<file path="config.mk">
export PLATFORM = sky130hd
export DESIGN_NAME = r2fft_ctrl
export DESIGN_NICKNAME = d
export VERILOG_FILES = /design/src/rtl/r2fft_pkg.sv /design/src/rtl/r2fft_ctrl.sv
export SDC_FILE = /design/constraint.sdc
export NUM_CORES = 1
export LEC_CHECK = 0
export BUFFER_PORTS_ARGS = -buffer_cell sky130_fd_sc_hd__buf_2
export CAP_MARGIN = 10
export CORE_MARGIN = 2
export CORE_UTILIZATION = 58
export CTS_BUF_LIST = sky130_fd_sc_hd__clkbuf_4 sky130_fd_sc_hd__clkbuf_8
export CTS_CLUSTER_DIAMETER = 30
export DETAILED_ROUTE_END_ITERATION = 8
export GPL_TIMING_DRIVEN = 1
export MAX_ROUTING_LAYER = met4
export PLACE_DENSITY = 0.85
export RECOVER_POWER = 25
export SYNTH_ARGS = -nofsm -noshare
export SYNTH_HDL_FRONTEND = slang
export SYNTH_SLANG_ARGS = --single-unit
</file>
<file path="constraint.sdc">
create_clock -name clock -period 6.3 [get_ports clock]
set_clock_uncertainty 0.05 [all_clocks]
set_input_delay 0.63 -clock clock [delete_from_list [all_inputs] [get_ports clock]]
set_output_delay 0.63 -clock clock [all_outputs]
set_load 0.05 [all_outputs]
</file>
<file path="src/rtl/r2fft_pkg.sv">
// ----------------------------------------------------------------------------
// r2fft_pkg
// Shared constants, types and twiddle/address helpers for the radix-2 FFT.
// ----------------------------------------------------------------------------
package r2fft_pkg;

   localparam int LogMaxPoints = 6;
   localparam int MaxPoints    = 1 << LogMaxPoints;
   localparam int AddrBits     = LogMaxPoints;
   localparam int SampleBits   = 16;
   localparam int StoreBits    = 24;
   localparam int TwiddleBits  = 16;
   localparam int TwBits       = TwiddleBits + 1;   // holds +1.0 exactly
   localparam int RoundShift   = TwiddleBits - 1;
   localparam int ProdBits     = StoreBits + TwBits;
   localparam int CsrIdxBits   = 8;
   localparam int CsrDataBits  = 8;

   // register indexes
   localparam logic [CsrIdxBits-1:0] REG_INVERSE  = 8'd0;
   localparam logic [CsrIdxBits-1:0] REG_LOG_SIZE = 8'd1;
   localparam logic [CsrIdxBits-1:0] REG_CENTER   = 8'd2;

   typedef logic [AddrBits-1:0]        addr_type;
   typedef logic signed [StoreBits-1:0] store_type;
   typedef logic signed [TwBits-1:0]    tw_type;

   typedef struct packed {
      tw_type wr;
      tw_type wi;
   } twiddle_type;

   // controller to datapath commands
   typedef struct packed {
      logic      load_we;
      addr_type  load_addr;
      logic      rd_en;
      logic      rd_bank;
      addr_type  rd_addr_a;
      addr_type  rd_addr_b;
      logic      neg_a;
      logic      neg_b;
      logic      mul_en;
      logic      tw_en;
      logic      wr_p;
      logic      wr_q;
      logic      wr_bank;
      addr_type  wr_addr_p;
      addr_type  wr_addr_q;
      logic [4:0] tw_index;
      logic      inverse;
      logic      center;
      logic [2:0] log_size;
      logic      out_load;
      logic      out_last;
      logic      out_odd;
   } cmd_type;

   // round(32768 * cos(2*pi*k/64)), k = 0..16
   function automatic tw_type cos_q(input logic [4:0] k);
      tw_type c;
      case (k)
         5'd0:    c = 17'sd32768;
         5'd1:    c = 17'sd32610;
         5'd2:    c = 17'sd32138;
         5'd3:    c = 17'sd31357;
         5'd4:    c = 17'sd30274;
         5'd5:    c = 17'sd28899;
         5'd6:    c = 17'sd27246;
         5'd7:    c = 17'sd25330;
         5'd8:    c = 17'sd23170;
         5'd9:    c = 17'sd20788;
         5'd10:   c = 17'sd18205;
         5'd11:   c = 17'sd15447;
         5'd12:   c = 17'sd12540;
         5'd13:   c = 17'sd9512;
         5'd14:   c = 17'sd6393;
         5'd15:   c = 17'sd3212;
         default: c = 17'sd0;
      endcase
      return c;
   endfunction

   // W = cos - j*sin forward, conjugate for inverse
   function automatic twiddle_type twiddle(input logic [4:0] k, input logic inv);
      twiddle_type w;
      tw_type      c;
      tw_type      s;
      if (k <= 5'd16) begin
         c = cos_q(k);
         s = cos_q(5'(6'd16 - {1'b0, k}));
      end else begin
         c = -cos_q(5'(6'd32 - {1'b0, k}));
         s = cos_q(5'(k - 5'd16));
      end
      w.wr = c;
      w.wi = inv ? s : -s;
      return w;
   endfunction

   // reverse the low lg bits of an address
   function automatic addr_type bit_rev(input addr_type a, input logic [2:0] lg);
      addr_type r;
      for (int i = 0; i < AddrBits; i++) r[i] = a[AddrBits-1-i];
      return r >> (3'(AddrBits) - lg);
   endfunction

endpackage

</file>
<file path="src/rtl/r2fft_ctrl.sv">
// ----------------------------------------------------------------------------
// r2fft_ctrl
// Sequencer: load counting, butterfly stage/index walk, unload, registers.
// ----------------------------------------------------------------------------
module r2fft_ctrl import r2fft_pkg::*; (
   input  logic                    clock,
   input  logic                    reset,
   input  logic                    req_valid,
   output logic                    req_ready,
   input  logic                    csr_valid,
   input  logic [CsrIdxBits-1:0]   csr_index,
   input  logic [CsrDataBits-1:0]  csr_data,
   input  logic                    out_free,
   output cmd_type                 cmd
);

   localparam logic [2:0] S_LOAD = 3'd0;
   localparam logic [2:0] S_RD   = 3'd1;
   localparam logic [2:0] S_MUL  = 3'd2;
   localparam logic [2:0] S_TW   = 3'd3;
   localparam logic [2:0] S_WP   = 3'd4;
   localparam logic [2:0] S_WQ   = 3'd5;
   localparam logic [2:0] S_ORD  = 3'd6;
   localparam logic [2:0] S_OLD  = 3'd7;

   logic [2:0] state_ff, state_in;
   logic [6:0] count_ff, count_in;
   logic [2:0] stage_ff, stage_in;
   logic [4:0] bfly_ff, bfly_in;
   addr_type   oidx_ff, oidx_in;
   logic       inverse_ff, center_ff;
   logic [2:0] log_ff;

   logic [2:0] lg;
   logic [6:0] n;
   logic [5:0] half;
   logic [4:0] low_mask, q;
   addr_type   p, p2, ra, rb;
   logic       accept, bfly_last, stage_last, out_last;

   // effective size
   always_comb begin
      if (log_ff == 3'd0) lg = 3'd1;
      else if (log_ff > 3'(LogMaxPoints)) lg = 3'(LogMaxPoints);
      else lg = log_ff;
   end
   assign n = 7'd1 << lg;

   // butterfly addresses for the current stage and index
   assign half     = 6'd1 << stage_ff;
   assign low_mask = 5'(half - 6'd1);
   assign q        = bfly_ff & low_mask;
   assign p        = {bfly_ff & ~low_mask, 1'b0} | {1'b0, q};
   assign p2       = p | half;
   assign ra       = (stage_ff == 3'd0) ? bit_rev(p, lg) : p;
   assign rb       = (stage_ff == 3'd0) ? bit_rev(p2, lg) : p2;

   assign bfly_last  = ({1'b0, bfly_ff} == 6'((n >> 1) - 7'd1));
   assign stage_last = (stage_ff == lg - 3'd1);
   assign out_last   = ({1'b0, oidx_ff} == 7'(n - 7'd1));
   assign req_ready  = (state_ff == S_LOAD);
   assign accept     = req_valid && req_ready;

   // next state
   always_comb begin
      state_in = state_ff;
      count_in = count_ff;
      stage_in = stage_ff;
      bfly_in  = bfly_ff;
      oidx_in  = oidx_ff;
      case (state_ff)
         S_LOAD: begin
            if (accept) begin
               if (count_ff + 7'd1 >= n) begin
                  count_in = '0;
                  stage_in = '0;
                  bfly_in  = '0;
                  state_in = S_RD;
               end else begin
                  count_in = count_ff + 7'd1;
               end
            end
         end
         S_RD:  state_in = S_MUL;
         S_MUL: state_in = S_TW;
         S_TW:  state_in = S_WP;
         S_WP:  state_in = S_WQ;
         S_WQ: begin
            if (!bfly_last) begin
               bfly_in  = bfly_ff + 5'd1;
               state_in = S_RD;
            end else if (!stage_last) begin
               bfly_in  = '0;
               stage_in = stage_ff + 3'd1;
               state_in = S_RD;
            end else begin
               oidx_in  = '0;
               state_in = S_ORD;
            end
         end
         S_ORD: state_in = S_OLD;
         S_OLD: begin
            if (out_free) begin
               oidx_in  = oidx_ff + 6'd1;
               state_in = out_last ? S_LOAD : S_ORD;
            end
         end
         default: state_in = S_LOAD;
      endcase
   end

   always_ff @(posedge clock) begin
      if (reset) begin
         state_ff   <= S_LOAD;
         count_ff   <= '0;
         stage_ff   <= '0;
         bfly_ff    <= '0;
         oidx_ff    <= '0;
         inverse_ff <= 1'b0;
         log_ff     <= 3'd6;
         center_ff  <= 1'b0;
      end else begin
         state_ff <= state_in;
         count_ff <= count_in;
         stage_ff <= stage_in;
         bfly_ff  <= bfly_in;
         oidx_ff  <= oidx_in;
         // register writes; unknown indexes are dropped
         if (csr_valid) begin
            if (csr_index == REG_INVERSE)  inverse_ff <= csr_data[0];
            if (csr_index == REG_LOG_SIZE) log_ff     <= csr_data[2:0];
            if (csr_index == REG_CENTER)   center_ff  <= csr_data[0];
         end
      end
   end

   // command outputs
   always_comb begin
      cmd           = '0;
      cmd.load_we   = accept;
      cmd.load_addr = count_ff[AddrBits-1:0];
      cmd.rd_en     = (state_ff == S_RD) || (state_ff == S_ORD);
      cmd.rd_bank   = (state_ff == S_ORD) ? lg[0] : stage_ff[0];
      cmd.rd_addr_a = (state_ff == S_ORD) ? oidx_ff : ra;
      cmd.rd_addr_b = rb;
      // centering before a forward transform, on odd original indexes
      cmd.neg_a     = center_ff && !inverse_ff && (stage_ff == 3'd0) && ra[0];
      cmd.neg_b     = center_ff && !inverse_ff && (stage_ff == 3'd0) && rb[0];
      cmd.mul_en    = (state_ff == S_MUL);
      cmd.tw_en     = (state_ff == S_TW);
      cmd.wr_p      = (state_ff == S_WP);
      cmd.wr_q      = (state_ff == S_WQ);
      cmd.wr_bank   = ~stage_ff[0];
      cmd.wr_addr_p = p;
      cmd.wr_addr_q = p2;
      cmd.tw_index  = 5'(q << (3'd5 - stage_ff));
      cmd.inverse   = inverse_ff;
      cmd.center    = center_ff;
      cmd.log_size  = lg;
      cmd.out_load  = (state_ff == S_OLD) && out_free;
      cmd.out_last  = out_last;
      cmd.out_odd   = oidx_ff[0];
   end

endmodule

</file>
# == Yosys cells after proc, flatten, opt, wreduce, memory -nomap -nowiden ==
# Cells that the tools add are included.
# W data, S select, Z words.
# word_totals
register_bits,29
inputBits,21
out_inout_bits,54
wordCells,100
# op_classes
n_addsub,10
magnitude_cmp,2
n_eq_ne,19
n_shift,5
muxes,28
n_bitwise,6
reduce_logical,22
# op_table
cell,n
$mux W3,12
$mux W6,6
$pmux W3 S8,1
$mux W5,4
$eq A3 B3 Y1 const B,4
$pmux W6 S2,1
$shr A6 B3 Y6,2
$and A5 B5 Y5,2
$pmux W5 S2,1
$logic_not A3 Y1,3
$eq A8 B1 Y1 const B,1
$eq A8 B2 Y1 const B,1
$logic_not A8 Y1,1
$ne A2 B1 Y1 const B,4
$reduce_and A2 Y1,4
$reduce_and A4 Y1,2
$add A7 B1 Y7 const B,1
$eq A6 B7 Y1,1
$ge A7 B7 Y1,1
$mux W7,1
$shl A1 B3 Y7 const A,1
$sub A7 B1 Y7 const B,1
$add A6 B1 Y6 const B,1
$eq A3 B2 Y1 const B,2
other kinds (26),34

# == Longest topological paths before layout ==
# logic_depth
word_depth,9
depth_mapped,16
mapped_depth_nobuf,13

# == Least setup slack after synthesis ==
# OpenSTA, ideal clock, no wires.
# synth_path
path_type,flip-flop to output port
from,register stage_ff[0]
to,output cmd[30] in the netlist's numbering
t_arrival_ns,5.095
required_ns,5.620
path_slack_ns,0.525
stages_incl_launch_ff,13
path_buffers,2
cell_sequence,dfxtp_1 -> inv_1 -> ha_1 -> nor2b_1 -> clkbuf_1 -> inv_1 -> clkbuf_1 -> ha_1 -> nand2b_1 -> o21ai_1 -> o211a_1 -> a21oi_1 -> a2111oi_1
# synth_rtl
element,line_no,rtl
"start, declared",r2fft_ctrl.sv:28,"logic [2:0] stage_ff, stage_in;"
"start signal, assigned",r2fft_ctrl.sv:125,stage_ff <= stage_in;
"end, declared",r2fft_ctrl.sv:14,output cmd_type cmd

==> results list <==
* Worst hold slack: 0.431 ns
- Of all cell types, the one taking the most synthesized area is sky130_fd_sc_hd__dfxtp_1.
- Post-layout net count: 535
- Wire length per cell after detailed routing: 16.8 um
- Net count of the mapped netlist: 499
* Final worst setup slack: 0.964 ns
- The synthesized netlist contains 68 unique library cells.
* Yosys top cell area share: 17.8%
- Global routing consumed, over all layers together, 32.3% of the routing resources.
- The synthesized netlist devotes 27.2% of its cell area to simple gates.
- After Yosys synthesis, full adders, half adders and majority gates account for 7.68% of the synthesized area.
- The finished layout holds 567 standard cells, fillers aside.
- Vias: 3528
- The min-delay analysis places its worst path in the category reg -> reg.
* Core Area: 5470 sq um
- Mapped Area: 3260 sq um
* Most common cell after layout, fill and taps aside: sky130_fd_sc_hd__buf_2
- FF/Latch Area: 581 sq um
* Number of antenna-violating nets in the routed design: 0
- Via density per instance: 6.22
* Largest family of logic cells by synthesized area: compound AO/OA/AOI/OAI gates
* Worst setup timing slack at the placement stage: 1.42 ns
- Total setup violations reported at the end of the flow: 0
- The library cells used most frequently in the layout, excluding fill and tap cells, are 54 x sky130_fd_sc_hd__buf_2, 46 x sky130_fd_sc_hd__nand2_1, 36 x sky130_fd_sc_hd__nor2_1.
- CP top delay family: simple AND/OR/NAND/NOR gates
* Max Slew Vio Count: 0
- In the synthesized netlist the async set-or-reset flop fraction comes to 0%.
- Clock-pin slew of the registers on the worst-case setup and hold paths: 0.07 ns
- Area of the die: 6230 sq um
* Multiplexer area fraction after synthesis: 4.30%
- Y dimension of the die: 79.0 um
- First-pass GRT wire length: 15600 um
* CP max-delay cell: sky130_fd_sc_hd__nor2b_1
- Ys flop type: sky130_fd_sc_hd__dfxtp_1
* Maximum vdd drop: 117 uV
- Count of pins on the block boundary: 75
- Number of hold-repair buffers added at the cts stage: 0
- Number of buffers created by CTS: 5
* Root buffer selected by CTS: sky130_fd_sc_hd__clkbuf_8
- Total instance count after detailed placement: 559
* Post-synth EDFFs: 0
- The die is 79.0 um wide.
* Areal power density over the cells: 126 nW/um^2
- For this run, the slowest stage of the critical path takes 0.60 ns.
* Least-Margin Pin Slew: 0.856 ns
- Post-DP HPWL: 7180 um
* Drt total wl: 9510 um
- Clock tree synthesis found a total of 29 sinks.
- The total overflow left after global routing is 0.
* Number of synthesized register bits: 29
- The floorplan has 27 rows.
* Crit path buf inv count: 3
- RSZ-0062 raised after global routing: false
* Data required time at the worst endpoint: 5.62 ns
- In the final timing run, aggregate negative setup slack is 0 ns.
* Startpoint kind of the worst setup timing path: flip-flop
* Buffer depth of the longest clock path: 2
- Data on the critical path arrives at its endpoint at 4.66 ns.
- Setup crit start: stage_ff[0]
- For this design the static power due to leakage is 1.58 nW.
- After the first detailed-routing iteration, the DRC count stood at 213.
- CTS tree: done
- The congestion estimate from routability-driven global placement came to 0.953.
* Maximum net fanout on the critical path: 13
* Area of the multi-input gates: 2350 sq um
- The initial antenna violation count came to 0.
- STA classifies the critical path endpoint as a primary output.
* Fraction of the yosys area taken by sequential cells: 17.8%
- Summing the areas of all compound-gate instances in the mapped netlist gives 27.7% of the synthesized area.
- Max-cap violation count: 0
- The number of antenna diodes in the final layout is 0.
* DRC viols: 0
* Cells along the critical path: inv_1, ha_1, nor2b_1, inv_1, ha_1, nand2b_1, a2111oi_0, a41o_1, o31ai_1, o31ai_1, nor4b_2, buf_2
- H-tree level count: 2
- Avg Synthesized Cell Area: 7.11 sq um
- Reg-to-reg startpoint: log_ff[2]
- Gates resized during post-CTS repair numbered 0.
- The worst pin sits at a relative slew slack of 42.9%.
* Synthesized netlist cell count: 458
* Critical path start-end classification: reg -> out
* Number of global-route vias before repair: 3286
- The run finished with clean final reports.
- By area the synthesized netlist is led by sky130_fd_sc_hd__dfxtp_1 18%, sky130_fd_sc_hd__ha_1 7.7%, sky130_fd_sc_hd__a21oi_1 5.4%, sky130_fd_sc_hd__nand2_1 5.3%, sky130_fd_sc_hd__nand3_1 4.8%.
* Count of TritonRoute iterations in the first routing pass: 5
* Startpoint of the most critical hold path: count_ff[6]
- Final Cycle Share: 84.7%
- Once the floorplan was initialized, standard cells occupied 59.5% of the core.
- During placement, the flow inserted port buffers numbering 69.
- The number of failing hold endpoints at the final stage was 0.
- Fraction of synthesized cell area in xor and xnor cells: 5.11%
- Total of warnings raised by yosys: 0
- Buffers added to address setup during post-CTS repair amount to 0.
- Clock latency on the worst-skew pair, taken at its later pin, is 0.29 ns.
- Time the final worst path needs with I/O delays and setup: 5.34 ns
* Pin count of the biggest net entering global routing: 27
* Relative area change from synthesis to final layout: 8.76%
* Filler cell count in the final layout: 532
- Fmax: 187 MHz
* Ratio of cells with drive above 1 in the final layout: 15.8%
==> flip-flops by register name, indices dropped and copies added, names as in the netlist <==
register,flops
bfly_ff,5
center_ff,1
count_ff,7
inverse_ff,1
log_ff,3
oidx_ff,6
stage_ff,3
state_ff,3
==> final cells by class <==
cell class	instances	area share, %
tap	72	2.54
clock buffer	5	1.94
sequential	29	16.4
inverter	30	3.18
timing repair buffer	69	9.22
clock inverter	3	0.494
multi-input combinational	359	66.2
==> where the power goes <==
| group | switching [mW] | leakage, nW | internal (mW) | total (mW) |
|---|---|---|---|---|
| Combinational | 0.0698 | 1.30 | 0.0271 | 0.0969 |
| Clock | 0.0761 | 0.0439 | 0.0760 | 0.152 |
| Sequential | 0.0102 | 0.234 | 0.189 | 0.199 |
| Total | 0.156 | 1.58 | 0.292 | 0.448 |
==> routing by layer <==
metal	GRT usage, %	vias to the layer above	share of wire (%)
met5	-	-	0
met4	15.0	0	3.7
met3	5.11	25	5.9
met2	54.7	160	49
met1	37.7	1627	42
li1	-	1716	-
==> worst reg2reg max path, cell delays in order (launching register included) <==
cell and delay, ns:
sky130_fd_sc_hd__dfxtp_1 0.88, sky130_fd_sc_hd__nor2_1 0.30, sky130_fd_sc_hd__o21a_1 0.47, sky130_fd_sc_hd__inv_1 0.47, sky130_fd_sc_hd__ha_1 0.44, sky130_fd_sc_hd__nand2_1 0.18, sky130_fd_sc_hd__ha_1 0.37, sky130_fd_sc_hd__o21ai_0 0.07
sky130_fd_sc_hd__a21oi_1 0.58, sky130_fd_sc_hd__nand3_2 0.36, sky130_fd_sc_hd__a211o_1 0.37, sky130_fd_sc_hd__a21oi_1 0.13
==> cells in the mapped netlist, types with 3 or more instances <==
cell / number
sky130_fd_sc_hd__nand2_1: 46
sky130_fd_sc_hd__o21ai_0: 27
sky130_fd_sc_hd__xor2_1: 6
sky130_fd_sc_hd__xnor2_1: 13
sky130_fd_sc_hd__o21a_1: 4
sky130_fd_sc_hd__o311ai_0: 3
sky130_fd_sc_hd__a211oi_1: 9
sky130_fd_sc_hd__nor2b_1: 8
sky130_fd_sc_hd__buf_4: 12
sky130_fd_sc_hd__ha_1: 20
sky130_fd_sc_hd__a2111oi_0: 3
sky130_fd_sc_hd__nor4_1: 3
sky130_fd_sc_hd__nand3_1: 31
sky130_fd_sc_hd__nand2b_1: 9
sky130_fd_sc_hd__mux2i_1: 14
sky130_fd_sc_hd__buf_2: 6
sky130_fd_sc_hd__o31ai_1: 8
sky130_fd_sc_hd__inv_1: 29
sky130_fd_sc_hd__and2_1: 8
sky130_fd_sc_hd__and3_1: 3
sky130_fd_sc_hd__nor2_1: 36
sky130_fd_sc_hd__nor3_1: 8
sky130_fd_sc_hd__a21oi_1: 35
sky130_fd_sc_hd__clkbuf_1: 19
sky130_fd_sc_hd__a31o_2: 3
sky130_fd_sc_hd__a31oi_1: 9
sky130_fd_sc_hd__dfxtp_1: 29
sky130_fd_sc_hd__o22ai_1: 3
==> metrics by stage <==
step	instance area (sq um)	total power [mW]	util (%)
floorplan	3260	0.282	-
global placement	3480	0.299	63.5
detailed placement	3480	0.301	63.5
CTS	3560	0.451	65.1
global route	3540	0.469	64.7
finish	3540	0.448	64.7
==> final timing paths <==
path / end / slack [ns] / cells past startpoint
max: cmd[31] / 0.96 / 12
max reg2reg: stage_ff[2] / 1.59 / 11
min reg2reg: count_ff[6] / 0.43 / 2
min: count_ff[6] / 0.43 / 2
==> logic make-up after synthesis <==
family | after synthesis
fa+ha+maj | 20
simple gates | 174
xor+xnor | 19
compound gates | 132
flops | 29
buf+inv | 70
mux | 14
Power figures use the tool's default switching activity.
